File: src/rtl/core/paso_pkg.sv
// Shared types and constants for the PLL angle/speed observer core.
// No dependencies.
package paso_pkg;

  localparam int ANG_W       = 16;
  localparam int KP_W        = 24;
  localparam int KI_W        = 24;
  localparam int LIM_W       = 18;
  localparam int STEP_W      = 16;
  localparam int SPEED_W     = 19;
  localparam int RPM_W       = 15;
  localparam int INTEG_W     = 35;
  localparam int GAIN_SHIFT  = 16;
  localparam int RPM_SHIFT   = 16;
  localparam logic [11:0] RPM_FACTOR = 12'd2445;
  localparam int CFG_IDX_W   = 8;
  localparam int CFG_DATA_W  = 24;
  localparam int OUT_TDATA_W = 56;

  // register indexes on the cfg channel
  localparam logic [CFG_IDX_W-1:0] REG_KP    = 8'd0;
  localparam logic [CFG_IDX_W-1:0] REG_KI    = 8'd1;
  localparam logic [CFG_IDX_W-1:0] REG_LIMIT = 8'd2;
  localparam logic [CFG_IDX_W-1:0] REG_STEP  = 8'd3;

  typedef struct packed {
    logic [KP_W-1:0]   kp;
    logic [KI_W-1:0]   ki;
    logic [LIM_W-1:0]  limit;
    logic [STEP_W-1:0] step;
  } cfg_t;

  typedef struct packed {
    logic load;
    logic err;
    logic mul;
    logic integ;
    logic spd;
    logic mul2;
    logic upd;
  } cmd_t;

  typedef struct packed {
    logic out_free;
  } stat_t;

endpackage

File: src/rtl/core/pll_angle_speed_observer_core.sv
// PLL angle/speed observer. Each input item carries a measured rotor angle
// (signed 16 bit, 32768 = pi) on s_tdata and a restart flag on s_tuser; each
// produces one output item with speed in rad/s Q.8, speed in rpm and the
// tracked angle. After the accepting cycle the sequencer steps the error,
// gain multiply, integrator clamp, speed clamp, scaling multiply and
// accumulator update one per cycle; s_tready returns as the output register
// is loaded, so no new item is taken before then. A held output stalls the
// last step. The user must make configuration writes on the cfg channel only
// while the block is idle; the block itself does not enforce this.
// Depends on paso_pkg, paso_cfg, paso_ctrl, paso_dp.
module pll_angle_speed_observer_core #(
  parameter int ANGLE_BITS = 16
) (
  input  logic                             clk,
  input  logic                             rst,
  input  logic                             s_tvalid,
  output logic                             s_tready,
  input  logic [paso_pkg::ANG_W-1:0]       s_tdata,   // [15:0] angle_in
  input  logic                             s_tuser,   // [0] restart
  output logic                             m_tvalid,
  input  logic                             m_tready,
  // [18:0] speed_rad, [33:19] speed_rpm, [49:34] angle_out, [55:50] zero
  output logic [paso_pkg::OUT_TDATA_W-1:0] m_tdata,
  input  logic                             cfg_valid,
  output logic                             cfg_ready,
  input  logic [paso_pkg::CFG_IDX_W-1:0]   cfg_index,
  input  logic [paso_pkg::CFG_DATA_W-1:0]  cfg_data
);
  import paso_pkg::*;

  cfg_t  regs;
  cmd_t  cmd;
  stat_t stat;

  paso_cfg u_cfg (
    .clk       (clk),
    .rst       (rst),
    .cfg_valid (cfg_valid),
    .cfg_ready (cfg_ready),
    .cfg_index (cfg_index),
    .cfg_data  (cfg_data),
    .regs      (regs)
  );

  paso_ctrl u_ctrl (
    .clk      (clk),
    .rst      (rst),
    .in_valid (s_tvalid),
    .in_ready (s_tready),
    .stat     (stat),
    .cmd      (cmd)
  );

  paso_dp #(
    .ANGLE_BITS (ANGLE_BITS)
  ) u_dp (
    .clk      (clk),
    .rst      (rst),
    .cfg      (regs),
    .cmd      (cmd),
    .stat     (stat),
    .angle_in (s_tdata),
    .restart  (s_tuser),
    .m_tvalid (m_tvalid),
    .m_tready (m_tready),
    .m_tdata  (m_tdata)
  );

endmodule

File: src/rtl/core/paso_cfg.sv
// Configuration register file: gains, speed limit, step gain.
// Depends on paso_pkg.
module paso_cfg (
  input  logic                            clk,
  input  logic                            rst,
  input  logic                            cfg_valid,
  output logic                            cfg_ready,
  input  logic [paso_pkg::CFG_IDX_W-1:0]  cfg_index,
  input  logic [paso_pkg::CFG_DATA_W-1:0] cfg_data,
  output paso_pkg::cfg_t                  regs
);
  import paso_pkg::*;

  assign cfg_ready = 1'b1;

  always_ff @(posedge clk) begin
    if (rst) begin
      regs.kp    <= KP_W'(321699);
      regs.ki    <= KI_W'(316228);
      regs.limit <= LIM_W'(160850);
      regs.step  <= STEP_W'(1602);
    end else if (cfg_valid && cfg_ready) begin
      unique case (cfg_index)
        REG_KP:    regs.kp    <= cfg_data[KP_W-1:0];
        REG_KI:    regs.ki    <= cfg_data[KI_W-1:0];
        REG_LIMIT: regs.limit <= cfg_data[LIM_W-1:0];
        REG_STEP:  regs.step  <= cfg_data[STEP_W-1:0];
        default: ;
      endcase
    end
  end

endmodule

File: src/rtl/core/paso_ctrl.sv
// Sequencing state machine for the observer datapath.
// Depends on paso_pkg.
module paso_ctrl (
  input  logic            clk,
  input  logic            rst,
  input  logic            in_valid,
  output logic            in_ready,
  input  paso_pkg::stat_t stat,
  output paso_pkg::cmd_t  cmd
);
  import paso_pkg::*;

  typedef enum logic [6:0] {
    ST_IDLE = 7'b0000001,
    ST_ERR  = 7'b0000010,
    ST_MUL  = 7'b0000100,
    ST_INT  = 7'b0001000,
    ST_SPD  = 7'b0010000,
    ST_MUL2 = 7'b0100000,
    ST_UPD  = 7'b1000000
  } state_t;

  state_t state, state_next;

  assign in_ready  = (state == ST_IDLE);
  assign cmd.load  = in_ready && in_valid;
  assign cmd.err   = (state == ST_ERR);
  assign cmd.mul   = (state == ST_MUL);
  assign cmd.integ = (state == ST_INT);
  assign cmd.spd   = (state == ST_SPD);
  assign cmd.mul2  = (state == ST_MUL2);
  assign cmd.upd   = (state == ST_UPD) && stat.out_free;

  always_comb begin
    state_next = state;
    unique case (state)
      ST_IDLE: if (in_valid) state_next = ST_ERR;
      ST_ERR:  state_next = ST_MUL;
      ST_MUL:  state_next = ST_INT;
      ST_INT:  state_next = ST_SPD;
      ST_SPD:  state_next = ST_MUL2;
      ST_MUL2: state_next = ST_UPD;
      ST_UPD:  if (stat.out_free) state_next = ST_IDLE;
      default: state_next = ST_IDLE;
    endcase
  end

  always_ff @(posedge clk) begin
    if (rst) begin
      state <= ST_IDLE;
    end else begin
      state <= state_next;
    end
  end

endmodule

File: src/rtl/core/paso_dp.sv
// Observer datapath: angle error, PI loop with clamps, rpm scaling,
// angle accumulator and output register. Depends on paso_pkg.
module paso_dp #(
  parameter int ANGLE_BITS = 16
) (
  input  logic                             clk,
  input  logic                             rst,
  input  paso_pkg::cfg_t                   cfg,
  input  paso_pkg::cmd_t                   cmd,
  output paso_pkg::stat_t                  stat,
  input  logic [paso_pkg::ANG_W-1:0]       angle_in,
  input  logic                             restart,
  output logic                             m_tvalid,
  input  logic                             m_tready,
  output logic [paso_pkg::OUT_TDATA_W-1:0] m_tdata
);
  import paso_pkg::*;

  localparam int AB  = ANGLE_BITS;
  localparam int AW  = ANGLE_BITS + GAIN_SHIFT;
  localparam int WB  = (ANGLE_BITS > ANG_W) ? ANGLE_BITS : ANG_W;
  localparam int PW  = ANGLE_BITS + KP_W + 1 - GAIN_SHIFT;
  localparam int SSW = PW + 1;

  logic [ANG_W-1:0]          ang_q;
  logic                      rst_q;
  logic signed [AB-1:0]      err_q;
  logic signed [PW-1:0]      p_q;
  logic signed [PW-1:0]      i_q;
  logic signed [INTEG_W-1:0] integ;
  logic signed [INTEG_W-1:0] integ_new;
  logic signed [SPEED_W-1:0] speed_q;
  logic signed [RPM_W-1:0]   rpm_q;
  logic [AW-1:0]             step_q;
  logic [AW-1:0]             acc;

  logic [WB-1:0]               in_w;
  logic [AB-1:0]               meas;
  logic [AB-1:0]               tracked;
  logic [AB-1:0]               err_d;
  logic signed [AB+KP_W:0]     kp_prod;
  logic signed [AB+KI_W:0]     ki_prod;
  logic signed [INTEG_W:0]     isum;
  logic signed [INTEG_W:0]     ilim;
  logic signed [INTEG_W:0]     iclamp;
  logic signed [SSW-1:0]       ssum;
  logic signed [SSW-1:0]       slim;
  logic signed [SSW-1:0]       sclamp;
  logic signed [SPEED_W+12:0]  rpm_prod;
  logic signed [AW+SPEED_W:0]  step_prod;
  logic [AW-1:0]               acc_new;
  logic [AB-1:0]               tnew;
  logic [WB-1:0]               ao_w;
  logic [ANG_W-1:0]            angle_o;

  // error against tracked angle, wraps at AB bits
  always_comb begin
    in_w    = WB'(ang_q) << (WB - ANG_W);
    meas    = in_w[WB-1 -: AB];
    tracked = acc[AW-1:GAIN_SHIFT];
    err_d   = meas - tracked;
  end

  assign kp_prod = err_q * $signed({1'b0, cfg.kp});
  assign ki_prod = err_q * $signed({1'b0, cfg.ki});

  always_comb begin
    isum = (INTEG_W+1)'(integ) + (INTEG_W+1)'(i_q);
    ilim = $signed((INTEG_W+1)'({cfg.limit, {GAIN_SHIFT{1'b0}}}));
    if (isum > ilim) begin
      iclamp = ilim;
    end else if (isum < -ilim) begin
      iclamp = -ilim;
    end else begin
      iclamp = isum;
    end
  end

  always_comb begin
    ssum = SSW'(p_q) + SSW'($signed(integ_new[INTEG_W-1:GAIN_SHIFT]));
    slim = $signed(SSW'(cfg.limit));
    if (ssum > slim) begin
      sclamp = slim;
    end else if (ssum < -slim) begin
      sclamp = -slim;
    end else begin
      sclamp = ssum;
    end
  end

  assign rpm_prod  = speed_q * $signed({1'b0, RPM_FACTOR});
  assign step_prod = speed_q * $signed({1'b0, cfg.step});

  always_comb begin
    acc_new = acc + step_q;
    tnew    = acc_new[AW-1:GAIN_SHIFT];
    ao_w    = WB'(tnew) << (WB - AB);
    angle_o = ao_w[WB-1 -: ANG_W];
  end

  assign stat.out_free = !m_tvalid || m_tready;

  always_ff @(posedge clk) begin
    if (cmd.load) begin
      ang_q <= angle_in;
      rst_q <= restart;
    end
    if (cmd.err) begin
      err_q <= err_d;
    end
    if (cmd.mul) begin
      p_q <= kp_prod[AB+KP_W:GAIN_SHIFT];
      i_q <= ki_prod[AB+KI_W:GAIN_SHIFT];
    end
    if (cmd.integ) begin
      integ_new <= INTEG_W'(iclamp);
    end
    if (cmd.spd) begin
      speed_q <= SPEED_W'(sclamp);
    end
    if (cmd.mul2) begin
      rpm_q  <= rpm_prod[RPM_SHIFT+RPM_W-1:RPM_SHIFT];
      step_q <= step_prod[AW-1:0];
    end
    if (cmd.upd) begin
      if (rst_q) begin
        m_tdata <= '0;
      end else begin
        m_tdata <= OUT_TDATA_W'({angle_o, rpm_q, speed_q});
      end
    end
  end

  always_ff @(posedge clk) begin
    if (rst) begin
      integ    <= '0;
      acc      <= '0;
      m_tvalid <= 1'b0;
    end else begin
      if (cmd.upd) begin
        m_tvalid <= 1'b1;
        if (rst_q) begin
          integ <= '0;
          acc   <= '0;
        end else begin
          integ <= integ_new;
          acc   <= acc_new;
        end
      end else if (m_tready) begin
        m_tvalid <= 1'b0;
      end
    end
  end

endmodule

File: config.mk
export PLATFORM = sky130hd
export DESIGN_NAME = pll_angle_speed_observer_core
export DESIGN_NICKNAME = d
export VERILOG_FILES = /design/src/rtl/core/paso_pkg.sv /design/src/rtl/core/pll_angle_speed_observer_core.sv /design/src/rtl/core/paso_cfg.sv /design/src/rtl/core/paso_ctrl.sv /design/src/rtl/core/paso_dp.sv
export SDC_FILE = /design/constraint.sdc
export NUM_CORES = 2
export LEC_CHECK = 0
export BUFFER_PORTS_ARGS = -buffer_cell sky130_fd_sc_hd__buf_4
export CAP_MARGIN = 30
export CORE_ASPECT_RATIO = 0.9
export CORE_UTILIZATION = 66
export DETAILED_ROUTE_END_ITERATION = 6
export PLACE_DENSITY = 0.84
export SETUP_SLACK_MARGIN = 0.2
export SLEW_MARGIN = 20
export SYNTH_ARGS = -nofsm -noshare
export SYNTH_HDL_FRONTEND = slang
export SYNTH_SLANG_ARGS = --single-unit
File: constraint.sdc
create_clock -name clk -period 7.9 [get_ports clk]
set_clock_uncertainty 0.1 [all_clocks]
set_input_delay 0.79 -clock clk [delete_from_list [all_inputs] [get_ports clk]]
set_output_delay 0.79 -clock clk [all_outputs]
set_load 0.01 [all_outputs]
Yosys cells after proc, flatten, opt, wreduce, memory -nomap -nowiden
Index checks and enable logic that the tools add are counted.
- $add $sub $neg: 6
- $mul: 4
- order comparisons: 4
- equality and inequality tests: 12
- multiplexer cells: 11
- reductions and logical operators: 11
- operators by type and width (operator ; number):
    $mul 16x25->41 ; 2
    $mux 35 ; 2
    $pmux 7 s7 ; 1
    $add 35x25->36 ; 1
    $gt 36x35->1 ; 1
    $lt 36x36->1 ; 1
    $neg 34->36 ; 1
    $mux 34 ; 1
    $add 32x32->32 ; 1
    $mul 19x17->32 ; 1
    $mux 32 ; 1
    $mul 19x13->31 const B ; 1
    $add 25x19->26 ; 1
    $gt 26x19->1 ; 1
    $lt 26x26->1 ; 1
    $neg 18->26 ; 1
    $mux 19 ; 1
    $mux 18 ; 1
    $eq 8x2->1 const B ; 2
    $sub 16x16->16 ; 1
    $mux 7 ; 2
    $reduce_and 2->1 ; 5
    $eq 8x1->1 const B ; 1
    $logic_not 8->1 ; 1
    14 further kinds ; 16
- register bits after elaboration: 397
- bits of input ports: 54
- output and inout bits: 59
- logic and storage cells: 69

Longest topological paths before layout
- depth after elaboration: 4
- gate-level depth with buffers: 27
- gate-level depth less buffers: 25

Hierarchy
From an unflattened synthesis, not the netlist that was laid out.
- cells, all modules: 6572
- area total of the unflattened synthesis: 60742.0 um^2
- modules (own cells, without submodules) (module ; times used ; cells each ; area an instance (um^2) ; sequential area each (um^2)):
    paso_dp ; 1 ; 6210 ; 56980.9 ; 8388.0
    paso_cfg ; 1 ; 318 ; 3355.7 ; 1641.6
    paso_ctrl ; 1 ; 44 ; 405.4 ; 140.1

Least setup slack after synthesis
No wires, ideal clock.
- kind: flip-flop to flip-flop
- start point: register u_dp.err_q[1]
- end point: register u_dp.p_q[21], data pin
- setup time: 0.259 ns
- arrival time: 6.763 ns
- required time: 7.541 ns
- setup slack: 0.778 ns
- cell stages (with the launch flop): 27
- path buffers: 2
- period minus slack after synthesis: 7.122 ns
- cell sequence: edfxtp_1 clkbuf_1 clkbuf_1 nand2_1 fa_1 inv_1 fa_1 inv_1 fa_1 inv_1 fa_1 fa_1 inv_1 fa_1 inv_1 ha_1 nor4_1 o2111ai_1 a21oi_1 o31ai_1 o31a_1 o41a_1 a41oi_1 nor2_1 or3_1 a21oi_1 xnor2_1
- longest elaborated chain between the ends: 1
- ends and longest elaborated chain (element ; line ; RTL):
    from (decl) ; paso_dp.sv:27 ; logic signed [AB-1:0] err_q;
    from (signal assigned) ; paso_dp.sv:109 ; err_q <= err_d;
    $mul 16x25->41 ; paso_dp.sv:64 ; assign kp_prod = err_q * $signed({1'b0, cfg.kp});
    net u_dp.kp_prod[37] ; paso_dp.sv:41 ; logic signed [AB+KP_W:0] kp_prod;
    to (signal assigned) ; paso_dp.sv:112 ; p_q <= kp_prod[AB+KP_W:GAIN_SHIFT];
    to (decl) ; paso_dp.sv:28 ; logic signed [PW-1:0] p_q;
The timed path passes the listed nets, and every way through them passes these cells.
A chain may end at the register's enable or synchronous reset.

Worst setup path in the final report
- start point: register u_dp.err_q[4]
- end point: register u_dp.p_q[21], data pin
Same word-level chain as after synthesis.

==> summary.txt <==
Starting Density = 66.7%
Maximum fanout along the worst path = 14
Cts hold-fix bufs = 0
Layout cell share with drive strength beyond 1 = 5.43%
Gr usage total = 35.2%
Status = completed
VDD IR max = 169 µV
Nature of the critical path endpoint = flip-flop
Initial detailed-routing violation count = 4099
Die area = 91700 µm²
Worst-margin pin slew = 1.15 ns
Clock Tree Buf Depth = 3
Pre-antenna DRT Iters = 6
Fin Setup TNS = 0 ns
Max cap viols = 0
WP data required = 8.16 ns
Number of antenna-violating nets in the routed design = 0
Syn avg cell area = 9.09 µm²
Top cell type by total area after synthesis = fa_1
Core Area = 89500 µm²
Number of synthesized flops with an enable pin = 234
Initial antenna violation count = 8
First-pass GRT wire length = 253 mm
Post-Layout Inst Area = 63600 µm²
H-tree levels = 2
Placement Rows = 104
Max-slew violations = 0
Sequential fraction of the synthesis area = 17.0%
Worst rel slew slack = 23.0%
YS warnings = 0
Clock-pin slew on the worst setup and hold paths = 0.06 ns
Synth unique cells = 87
GRT overflow = 0
Die Height = 287 µm
Synth area leaders = fa_1 (32%), ha_1 (13%), edfxtp_1 (12%)
RSZ-0062 raised after global routing = no
Highest clock rate = 135 MHz
CTS tree = built
Post-synth ARST share = 0%
Vias per std cell = 5.91
Flops & latches, synth = 391
DR WL/cell = 20.3 µm
I/O Buffers = 105
Clock Latency Late Sink = 0.62 ns
Arrival time at the worst endpoint = 7.68 ns
Vias = 46.0k
Final WL = 158 mm
Area share of the largest cell type after synthesis = 32.0%
TritonCTS Buffers = 46
Root Buffer = clkbuf_16
Number of global-route vias before repair = 46.9k
CTS Sinks = 391
Crit start category = flip-flop
Final setup fails = 0
Layout net count = 8214
Largest net degree at the start of global routing = 86
Area of the mapped netlist = 59700 µm²
Lkg Pwr = 0.0306 µW
Placer Congestion = 1.02
Tcrit/Tclk final = 93.9%
Top FF cell, synth = edfxtp_1
Layout area overhead = 6.48%
Hold Path Class = in2reg
Mapped Cells = 6565
Critical setup path kind = reg2reg
Die Span X = 319 µm
Placed cell areas = 61800 µm²
DP HPWL = 126 mm
Ports = 113
Detailed-route DRC error count = 0
Min cycle time layout = 7.42 ns
Power Dens Cells = 110 nW/µm²
Fin. Hold Viols = 0
-- synth_stat cells, drive strengths merged (66+ instances only) --
cell type     n
a21o         67
a21oi       289
and2        448
clkbuf      262
dfxtp       157
edfxtp      234
fa          955
ha          633
inv        1335
nand2       891
nand3b       66
nor2        250
nor2b        68
o21ai       154
xnor2       152
-- stage by stage --
step	hold WS, ns	instances	total power, µW	utilization (%)	setup WS (ns)
2_1_floorplan	0.336	6570	3980	-	0.778
3_3_place_gp	0.343	7676	4620	69.1	0.568
3_5_place_dp	0.354	7676	4700	69.1	0.374
4_1_cts	0.238	7761	6960	70.8	0.355
5_1_grt	0.242	7775	7360	71.0	0.205
6_report	0.254	7776	7010	71.0	0.484
-- worst max-delay path, cell delays in order, from the launching register on --
cell	delay, ns
edfxtp_1	0.42
buf_4	0.18
buf_4	0.18
and2_1	0.18
fa_1	0.53
inv_1	0.05
fa_1	0.38
fa_1	0.55
inv_1	0.05
fa_1	0.45
fa_1	0.52
inv_1	0.06
fa_1	0.48
inv_1	0.04
ha_1	0.21
nor4_2	0.31
o2111ai_1	0.16
a21oi_1	0.25
o31ai_2	0.19
o31a_1	0.38
o41a_1	0.39
a41oi_2	0.29
nor2_1	0.09
or3_1	0.42
a21oi_1	0.19
xnor2_1	0.08
-- cell type report --
| type | instances | area [µm²] |
|---|---|---|
| clock buffers | 54 | 1250 |
| diodes | 1 | 2.50 |
| flip-flops and latches | 391 | 10200 |
| clock inverters | 31 | 317 |
| inverters | 1335 | 5010 |
| repair buffers | 233 | 1820 |
| fillers | 6463 | 26000 |
| multi-input cells | 4565 | 43500 |
| well taps | 1166 | 1460 |
-- kinds of logic after synthesis --
logic type               count (synthesis)  share of synthesized area [%]
flip-flops                             391                           17.0
buffers and inverters                 1614                           10.2
adder cells (fa/ha/maj)               1588                           45.3
AND/OR/NAND/NOR                       1971                           15.9
XOR/XNOR                               207                           3.04
multiplexers                            28                          0.476
AO/OA/AOI/OAI                          764                           7.96
other                                    2                         0.0126
-- where the power goes --
group / internal, µW / leakage, µW / switching [µW]
sequential: 2270 / 0.00339 / 14.7
combinational: 949 / 0.0264 / 1490
clock: 1310 / 0.000764 / 972
total: 4530 / 0.0306 / 2480
-- timing repair --
item / in CTS / in global routing
endpoints found under the setup margin: 0 / 10
setup buffers: 0 / 10
gates resized for setup: 0 / 15
hold endpoints to repair: 0 / 0
-- layer usage --
metal  track usage [%]  vias up  part of all wire (%)
met5                 0        -                 0.055
li1                  -    20500                     -
met3              8.73      400                    12
met2              53.7     2361                    44
met4              14.8       12                   4.9
met1              48.3    22700                    39
-- registers in the layout, summed over array words and instances (netlist names) --
signal / flops
u_cfg.regs: 82
u_ctrl.state: 7
u_dp.acc: 32
u_dp.ang_q: 16
u_dp.err_q: 16
u_dp.i_q: 25
u_dp.integ: 35
u_dp.integ_new: 35
u_dp.m_tdata: 50
u_dp.m_tvalid: 1
u_dp.p_q: 25
u_dp.rpm_q: 15
u_dp.rst_q: 1
u_dp.speed_q: 19
u_dp.step_q: 32
-- cell usage in the layout, fill, tap and decap left out, types with 12 or more instances in the layout --
| cell | netlist | layout |
|---|---|---|
| inv_1 | 1334 | 1334 |
| fa_1 | 955 | 955 |
| nand2_1 | 891 | 891 |
| ha_1 | 633 | 633 |
| and2_1 | 448 | 448 |
| a21oi_1 | 288 | 287 |
| nor2_1 | 250 | 249 |
| edfxtp_1 | 234 | 234 |
| buf_4 | 7 | 224 |
| xnor2_1 | 152 | 152 |
| dfxtp_1 | 157 | 149 |
| o21ai_0 | 138 | 138 |
| a21o_1 | 67 | 67 |
| nor2b_1 | 68 | 66 |
| nand3b_1 | 66 | 66 |
| xor2_1 | 55 | 55 |
| nor3_1 | 52 | 52 |
| clkbuf_16 | 0 | 49 |
| nand2b_1 | 49 | 48 |
| o21a_1 | 45 | 45 |
| nand3_1 | 33 | 33 |
| nand4_1 | 29 | 29 |
| a31oi_1 | 27 | 27 |
| mux2i_1 | 25 | 25 |
| o21bai_1 | 21 | 21 |
| and3_1 | 20 | 20 |
| a211oi_1 | 20 | 20 |
| a211o_1 | 15 | 15 |
| o21ai_1 | 14 | 14 |
| a21boi_0 | 13 | 13 |
| o211ai_1 | 12 | 12 |
| or3_1 | 12 | 12 |
| nor4_1 | 13 | 12 |
| a22oi_1 | 12 | 12 |
-- path summary, 6_finish.rpt --
check             slack [ns]             end  cells after the start           start
hold / removal          0.25   u_dp.ang_q[9]                      1      s_tdata[9]
setup / recovery        0.48    u_dp.p_q[21]                     25   u_dp.err_q[4]
hold reg to reg         0.36  u_dp.integ[29]                      2  u_dp.integ[29]
setup reg to reg        0.48    u_dp.p_q[21]                     25   u_dp.err_q[4]
(Power assumes the default switching activity.)
